==> config.mk <==
export PLATFORM = sky130hd
export DESIGN_NAME = neighbor_address_set_core
export DESIGN_NICKNAME = d
export VERILOG_FILES = /design/src/rtl/nas_pkg.sv /design/src/rtl/neighbor_address_set_core.sv /design/src/rtl/nas_cell.sv
export SDC_FILE = /design/constraint.sdc
export NUM_CORES = 1
export LEC_CHECK = 0
export BUFFER_PORTS_ARGS = -buffer_cell sky130_fd_sc_hd__buf_2
export CORE_MARGIN = 2
export CORE_UTILIZATION = 45
export CTS_CLUSTER_SIZE = 20
export DETAILED_ROUTE_END_ITERATION = 7
export SLEW_MARGIN = 20
export SYNTH_ARGS = -nofsm -noshare
export SYNTH_HDL_FRONTEND = slang
export SYNTH_SLANG_ARGS = --single-unit
==> constraint.sdc <==
create_clock -name clk -period 3.54 [get_ports clk]
set_clock_uncertainty 0.2 [all_clocks]
set_input_delay 0.354 -clock clk [delete_from_list [all_inputs] [get_ports clk]]
set_output_delay 0.354 -clock clk [all_outputs]
set_load 0.02 [all_outputs]
==> src/rtl/nas_pkg.sv <==
// Shared types and constants of the neighbor address set.
// Used by nas_cell, neighbor_address_set_core and nas_checker; no dependencies.
package nas_pkg;

	localparam int ENTRIES = 8;
	localparam int SLOT_W  = (ENTRIES > 1) ? $clog2(ENTRIES) : 1;
	localparam int ADDR_W  = 32;

	localparam logic CMD_ADD    = 1'b0;
	localparam logic CMD_REMOVE = 1'b1;

	localparam logic [2:0] ST_ADDED     = 3'd0;
	localparam logic [2:0] ST_REMOVED   = 3'd1;
	localparam logic [2:0] ST_PRESENT   = 3'd2;
	localparam logic [2:0] ST_FULL      = 3'd3;
	localparam logic [2:0] ST_NOT_FOUND = 3'd4;

	typedef logic [SLOT_W-1:0] slot_t;

	typedef struct packed {
		logic              command;
		logic [ADDR_W-1:0] address;
	} in_word_t;

	typedef struct packed {
		logic       success;
		logic [2:0] status;
		logic [2:0] slot;
	} out_word_t;

	// Token that walks down the chain of cells, gathering the search results.
	typedef struct packed {
		logic              vld;
		logic              command;
		logic [ADDR_W-1:0] address;
		logic              found;
		logic              have_free;
		slot_t             free_slot;
		logic              removed;
		slot_t             rem_slot;
	} token_t;

endpackage

==> src/rtl/neighbor_address_set_core.sv <==
// Top level of the neighbor address set: a chain of nas_cell entries and the result stage.
// Depends on nas_pkg and nas_cell.
//
// Usage: the input channel (in_valid, in_ready, in_data) carries one word with a
// command (add or remove) and a 32-bit address. The output channel (out_valid,
// out_ready, out_data) returns one word per input word: success, status and slot.
// An accepted word enters cell 0 and moves one cell per cycle down a chain of
// ENTRIES cells, each holding one table entry. A remove clears the first matching
// entry as it passes; an add is decided at the end of the chain and written into
// the highest free entry in the cycle the result is registered.
// The core takes a new word only once the previous one has left the chain;
// in_ready is high whenever no word is in the chain.
// When the receiver stalls, the finished result waits in the output register and a
// following word may enter the chain; it then holds in the last cell until the
// output register is free.
// Reset clears all valid marks, the chain and the output valid flag.
module neighbor_address_set_core (
	input  logic                clk,
	input  logic                arst_n,
	input  logic                in_valid,
	output logic                in_ready,
	input  nas_pkg::in_word_t   in_data,
	output logic                out_valid,
	input  logic                out_ready,
	output nas_pkg::out_word_t  out_data
);
	import nas_pkg::*;

	token_t            tok_in;
	token_t            tok [ENTRIES];
	token_t            last;
	logic              busy_q;
	logic              out_valid_q;
	out_word_t         out_q;
	out_word_t         result;
	logic              finish;
	logic              add_ok;
	logic [ENTRIES-1:0] wr_en;

	assign in_ready = !busy_q;

	always_comb begin
		tok_in           = '0;
		tok_in.vld       = in_valid && in_ready;
		tok_in.command   = in_data.command;
		tok_in.address   = in_data.address;
	end

	genvar i;
	generate
		for (i = 0; i < ENTRIES; i++) begin : g_cell
			token_t cell_in;
			if (i == 0) begin : g_first
				assign cell_in = tok_in;
			end else begin : g_next
				assign cell_in = tok[i-1];
			end
			nas_cell u_cell (
				.clk        (clk),
				.arst_n     (arst_n),
				.index      (SLOT_W'(i)),
				.tok_i      (cell_in),
				.hold       ((i == ENTRIES - 1) && last.vld && !finish),
				.wr_en      (wr_en[i]),
				.wr_address (last.address),
				.tok_o      (tok[i])
			);
			assign wr_en[i] = finish && add_ok && (last.free_slot == SLOT_W'(i));
		end
	endgenerate

	assign last   = tok[ENTRIES-1];
	assign finish = last.vld && (!out_valid_q || out_ready);
	assign add_ok = (last.command == CMD_ADD) && !last.found && last.have_free;

	always_comb begin
		result = '0;
		if (last.command == CMD_ADD) begin
			if (last.found) begin
				result.status = ST_PRESENT;
			end else if (!last.have_free) begin
				result.status = ST_FULL;
			end else begin
				result.success = 1'b1;
				result.status  = ST_ADDED;
				result.slot    = 3'(last.free_slot);
			end
		end else if (last.removed) begin
			result.success = 1'b1;
			result.status  = ST_REMOVED;
			result.slot    = 3'(last.rem_slot);
		end else begin
			result.status = ST_NOT_FOUND;
		end
	end

	always_ff @(posedge clk or negedge arst_n) begin
		if (!arst_n) begin
			busy_q      <= 1'b0;
			out_valid_q <= 1'b0;
		end else begin
			if (tok_in.vld) begin
				busy_q <= 1'b1;
			end else if (finish) begin
				busy_q <= 1'b0;
			end
			if (finish) begin
				out_valid_q <= 1'b1;
			end else if (out_ready) begin
				out_valid_q <= 1'b0;
			end
		end
	end

	always_ff @(posedge clk) begin
		if (finish) begin
			out_q <= result;
		end
	end

	assign out_valid = out_valid_q;
	assign out_data  = out_q;

endmodule

==> src/rtl/nas_cell.sv <==
// One table entry of the neighbor address set and its stage of the token chain.
// Depends on nas_pkg.
module nas_cell (
	input  logic                  clk,
	input  logic                  arst_n,
	input  nas_pkg::slot_t        index,
	input  nas_pkg::token_t       tok_i,
	input  logic                  hold,
	input  logic                  wr_en,
	input  logic [31:0]           wr_address,
	output nas_pkg::token_t       tok_o
);
	import nas_pkg::*;

	logic              valid_q;
	logic [ADDR_W-1:0] address_q;
	token_t            tok_q;
	token_t            tok_nxt;
	logic              match;
	logic              clear;

	assign match = valid_q && (address_q == tok_i.address);

	always_comb begin
		tok_nxt = tok_i;
		clear   = 1'b0;
		if (tok_i.vld) begin
			if (tok_i.command == CMD_ADD) begin
				// Later cells overwrite, so the highest free slot wins.
				if (!valid_q) begin
					tok_nxt.have_free = 1'b1;
					tok_nxt.free_slot = index;
				end else if (match) begin
					tok_nxt.found = 1'b1;
				end
			end else if (match && !tok_i.removed) begin
				tok_nxt.removed  = 1'b1;
				tok_nxt.rem_slot = index;
				clear            = 1'b1;
			end
		end
	end

	always_ff @(posedge clk or negedge arst_n) begin
		if (!arst_n) begin
			valid_q <= 1'b0;
		end else if (wr_en) begin
			valid_q <= 1'b1;
		end else if (clear) begin
			valid_q <= 1'b0;
		end
	end

	always_ff @(posedge clk) begin
		if (wr_en) begin
			address_q <= wr_address;
		end else if (clear) begin
			address_q <= '0;
		end
	end

	always_ff @(posedge clk or negedge arst_n) begin
		if (!arst_n) begin
			tok_q <= '0;
		end else if (!hold) begin
			tok_q <= tok_nxt;
		end
	end

	assign tok_o = tok_q;

endmodule

== Yosys cells after proc, flatten, opt, wreduce, memory -nomap -nowiden ==
Index checks and enable logic that the tools add are counted.
Word-level totals
  word-level logic and storage cells: 278
  bits of input ports: 37
  register bits after elaboration: 617
  output and inout port bits: 9
Cells by class
  equal/unequal tests: 15
  muxes and demuxes: 125
  reductions and logical operators: 52
  bitwise operators: 1
Operators by type and width (count)
  32-bit two-way mux: 16
  32-bit == test: 8
  4-bit two-way mux: 24
  9-bit two-way mux: 8
  1-bit two-way mux: 62
  5-bit two-way mux: 8
  1-bit logical AND: 29
  2-bit nonzero test: 10
  3-bit == test, second input constant: 4
  3-bit two-way mux: 4
  1-bit logical NOT: 11
  7-bit two-way mux: 1
  3-bit by 2-bit == test with 1-bit output, second input constant: 2
  2-bit two-way mux: 2
  3-bit by 1-bit == test with 1-bit output, second input constant: 1
  3-bit logical NOT: 1
  1-bit logical OR: 1
  1-bit inverter: 1

== Depth between registers and ports, before layout ==
  word-level depth: 8
  gate-level depth with buffers: 8
  depth with buffers taken out: 6

== Modules after synthesis ==
From an unflattened synthesis, not the netlist that was laid out.
Unflattened totals
  cells, all modules: 2082
  area, all modules: 27128.5 um^2
By module, submodules not included
  nas_cell: area each 3329.4 um^2, times used 8, sequential area each 2062.0 um^2, cells an instance 254
  neighbor_address_set_core: area each 493.0 um^2, times used 1, sequential area each 260.2 um^2, cells an instance 50

== Least setup slack after synthesis ==
OpenSTA, ideal clock, no wires.
  path kind: reg2reg
  start point: register out_valid_q, in the netlist out_valid
  end point: register g_cell[2].u_cell.address_q[0] (enable)
  required time: 2.874 ns
  cell stages (with the launch flop): 6
  arrival: 3.327 ns
  path buffers: 1
  path slack: -0.453 ns
  clock period less this slack: 3.993 ns
  setup time: 0.466 ns
  cell sequence: dfrtp_1 > nand2b_2 > nand2_1 > or2_1 > clkbuf_1 > o21ai_0
On the way
  cells in the longest elaborated chain, start to end: 6
Ends and longest elaborated chain
  from (decl): line neighbor_address_set_core.sv:33  | logic out_valid_q;
  from (signal assigned): line neighbor_address_set_core.sv:100  | out_valid_q <= 1'b0;
  from (signal assigned): line neighbor_address_set_core.sv:108  | out_valid_q <= 1'b1;
  from (signal assigned): line neighbor_address_set_core.sv:110  | out_valid_q <= 1'b0;
  1-bit logical NOT: line neighbor_address_set_core.sv:73  | assign finish = last.vld && (!out_valid_q || out_ready);
  1-bit logical OR: line neighbor_address_set_core.sv:73
  1-bit logical AND: line neighbor_address_set_core.sv:73
  1-bit logical AND (2 in series): line neighbor_address_set_core.sv:68  | assign wr_en[i] = finish && add_ok && (last.free_slot == SLOT_W'(i));
  2-bit nonzero test (no source line)
  to (signal assigned): line nas_cell.sv:56  | address_q <= wr_address;
  to (decl): line nas_cell.sv:16  | logic [ADDR_W-1:0] address_q;
Every way passes these cells.
A chain may end at the register's enable or synchronous reset.

== Final worst setup path ==
  start point: register g_cell[3].u_cell.address_q[17]
  end point: register g_cell[3].u_cell.address_q[21] (enable)
On the way
  cells in the longest elaborated chain, start to end: 7
Ends and longest elaborated chain
  from (decl): line nas_cell.sv:16
  from (signal assigned): line nas_cell.sv:56
  32-bit == test: line nas_cell.sv:22  | assign match = valid_q && (address_q == tok_i.address);
  1-bit logical AND: line nas_cell.sv:22
  1-bit logical AND: line nas_cell.sv:36  | end else if (match && !tok_i.removed) begin
  1-bit two-way mux: line nas_cell.sv:36
  1-bit two-way mux: line nas_cell.sv:28  | if (tok_i.command == CMD_ADD) begin
  1-bit two-way mux: line nas_cell.sv:27  | if (tok_i.vld) begin
  2-bit nonzero test (no source line)
Every way passes these cells.

==> metrics.cfg <==
[detailed_routing]
post_drt_wl_per_cell_um = 20.6
drt_wl_total_um = 49600
first_pass_iters = 5
avgViaCountPerCell = 4.89
drc_errors = 0
vias = 11800
drt_iter0_drc = 808
ant_nets = 0

[setup_path]
cp.arrival_ns = 3.13
cpPeakStageDelay_ns = 0.54
required_ns = 3.60
crit_path_top_delay_cell = nor4_2
worstPathCellList = nor2b_1 -> a2111oi_0 -> nand3_1 -> nor4_2 -> nand4_1 -> o21ai_2 -> buf_4
worst-r2r-setup-slack_ns = 0.47
start_kind = flop
crit_fanout = 32
reg2reg_to = g_cell[3].u_cell.address_q[21]
worstReg2RegStart = g_cell[3].u_cell.address_q[17]
critical_path_class = reg2reg
cp-end-kind = flop
reg2reg_depth = 7

[placed_design]
port_buffers = 45
dpl-instance-area_sq_um = 23800
place.gp.congestion = 0.900
hpwl_um = 36000

[flow_run]
maxCapViolCount = 0

[global_route]
grt_pass1_vias = 12400
grt_pass1_wl_um = 76500
grtUsageMet2 = 0.326
grtUsageTotal = 0.202
antenna_found_initial = 3
grt_most_used_layer = met2
met1_usage = 0.276
grt_max_degree = 84
overflow = 0
use_met3 = 0.0273

[clock_network]
numCtsBuffers = 61
clock_sink_count = 603
h-tree-depth = 2
postCtsSetupRepairBufs = 0
clock_path_buffers = 3
clk_latency_ns = 0.62
root_buffer = clkbuf_16
path_clk_slew_ns = 0.07
cts_tree = yes

[die]
die_w_um = 228
die_y_um = 228
die-area_sq_um = 51800
boundaryPins = 46
initial_utilization = 0.458
fp-row-count = 81
core_sq_um = 49200

[synth]
synth-seq-area-share = 0.729
synth_seq_cells = 603
synth_edf_count = 263
syn-num-nets = 1584
syn_avg_cell_area_sq_um = 14.6
synthesis.area_sq_um = 22500
postSynthCellCount = 1547
yosys_warnings = 0
synth_cell_types = 58
synth_ff_type = dfrtp_1
synth-async-reset-ratio = 0.564

[finish]
multi_input_area_sq_um = 5770
synthToLayoutAreaGrowth_pct = 16.3
final_area_sq_um = 26200
fill_cells = 4050
regArea_sq_um = 16400
drive_gt1_frac = 0.124
nNetsFinal = 1720

[pwr]
seq_power_share = 0.531
p_sw_mw = 3.76
internal_power_mw = 11.8
power.density_nw_per_um2 = 596
vdd_drop_max_mv = 0.398
clock_power_share = 0.406
power.leakage_nw = 10.9
comb_power_share = 0.063
switching_share = 0.241

[timing]
tns_ns = 0
worst_slew_pin_slew_ns = 0.915
final_hold_viol_count = 0
finalCritPeriodShare = 0.866
rsz0062_at_grt = false
layout_min_cycle_time_ns = 3.07
fmax_mhz = 326
slew_violations = 0
setup-violations-final = 0
max_slew_margin = 0.390

[hold_path]
hp-class = in2async

[run_status]
status = finished, final reports clean

## sequential cells by signal (all words and copies together), names as in the netlist
signal	cells
busy_q	1
g_cell.u_cell.valid_q	8
out_valid	1
g_cell.u_cell.address_q	256
g_cell.u_cell.tok_o	330
out_data	7
## area by class of cell
cell class | count | area share
diodes | 5 | 0.000478
clock inverters | 32 | 0.00794
repair buffers | 108 | 0.0343
well taps | 664 | 0.0317
clock buffers | 84 | 0.0690
inverters | 63 | 0.00904
flip-flops and latches | 603 | 0.627
multi-input cells | 846 | 0.221
## worst max path at each step
stage	from	end	depth (start not counted)
2_1_floorplan	g_cell[1].u_cell.tok_o[14]	g_cell[2].u_cell.address_q[0]	6
3_3_place_gp	g_cell[3].u_cell.address_q[17]	g_cell[3].u_cell.address_q[8]	7
3_5_place_dp	g_cell[3].u_cell.address_q[17]	g_cell[3].u_cell.address_q[14]	7
4_1_cts	g_cell[3].u_cell.address_q[17]	g_cell[3].u_cell.address_q[5]	7
5_1_grt	g_cell[3].u_cell.address_q[17]	g_cell[3].u_cell.address_q[28]	7
6_report	g_cell[3].u_cell.address_q[17]	g_cell[3].u_cell.address_q[21]	7
## cell usage after synthesis (all sizes together) (4+ instances only)
| library cell | n | area share |
|---|---|---|
| o21ai | 5 | 0.0011 |
| o2111ai | 4 | 0.0016 |
| a21oi | 6 | 0.0013 |
| edfxtp | 263 | 0.35 |
| dfrtp | 340 | 0.38 |
| nor2 | 11 | 0.0018 |
| nand3 | 16 | 0.0036 |
| inv | 63 | 0.011 |
| nor4 | 37 | 0.013 |
| a2111oi | 7 | 0.0036 |
| xor2 | 138 | 0.054 |
| nor3b | 8 | 0.0029 |
| nand2b | 15 | 0.0043 |
| or2 | 16 | 0.0044 |
| xnor2 | 68 | 0.026 |
| a21o | 16 | 0.0054 |
| clkbuf | 32 | 0.0053 |
| nand3b | 5 | 0.0022 |
| o22a | 4 | 0.0016 |
| nor2b | 24 | 0.0067 |
| nand4 | 20 | 0.0056 |
| nand2 | 116 | 0.019 |
| o22ai | 13 | 0.0036 |
| or4 | 5 | 0.0022 |
| and2 | 260 | 0.072 |
| nor3 | 13 | 0.0029 |
## layer usage
metal | wire (um) | vias up
li1 | - | 5532
met1 | 22200 | 5923
met2 | 23800 | 208
met3 | 1610 | 88
met4 | 1950 | 0
met5 | 0 | -
## per-stage QoR
| stage | utilization | hold WS, ns | power (mW) | instances | worst slack, ns |
|---|---|---|---|---|---|
| 6_report | 0.532 | 0.0961 | 15.6 | 2405 | 0.475 |
| 5_1_grt | 0.532 | 0.177 | 16.2 | 2401 | 0.313 |
| 4_1_cts | 0.532 | 0.152 | 15.7 | 2400 | 0.351 |
| 3_5_place_dp | 0.484 | 0.170 | 9.39 | 2248 | 0.357 |
| 3_3_place_gp | 0.484 | 0.163 | 9.37 | 2248 | 0.571 |
| 2_1_floorplan | - | -0.142 | 8.73 | 1547 | 0.314 |
## cells in the final DEF (no fill, tap or decap), drive strengths merged, types with 11 or more instances in the layout
cell type | netlist | final
a21o | 16 | 16
and2 | 260 | 260
buf | 3 | 72
clkbuf | 32 | 84
clkinv | 0 | 28
dfrtp | 340 | 340
dlygate4sd3 | 0 | 36
edfxtp | 263 | 263
inv | 63 | 64
nand2 | 116 | 116
nand2b | 15 | 15
nand3 | 16 | 16
nand4 | 20 | 20
nor2 | 11 | 11
nor2b | 24 | 24
nor3 | 13 | 13
nor4 | 37 | 37
o22ai | 13 | 13
or2 | 16 | 16
xnor2 | 68 | 68
xor2 | 138 | 138
## power groups by stage
stage	logic, mW	registers [mW]	clock network (mW)
after floorplan	0.566	8.16	0
after global placement	0.951	8.42	0
after detailed placement	0.969	8.42	0
after CTS	1.00	8.29	6.46
after global routing	1.08	8.35	6.76
final	0.978	8.28	6.33
## worst max-delay path: cells and delay by family, from the launching register on
kind,cells,cell delay [ns]
compound gates,2,0.60
buf+inv,1,0.38
flops,1,0.37
simple gates,4,1.14
## kinds of logic (layout without fill, tap and decap cells)
logic type / count (synthesis) / count (layout) / synth area share
XOR/XNOR: 206 / 206 / 0.0801
flip-flops: 603 / 603 / 0.729
AO/OA/AOI/OAI: 87 / 87 / 0.0307
AND/OR/NAND/NOR: 553 / 553 / 0.144
buffers and inverters: 98 / 287 / 0.0165
other: 0 / 5 / 0
## repair_timing
item | in CTS | in global routing
gates resized for setup | 0 | 0
hold endpoints to repair | 116 | 0
hold buffers | 36 | 0
Note: power is estimated with default switching activity, not from simulation.
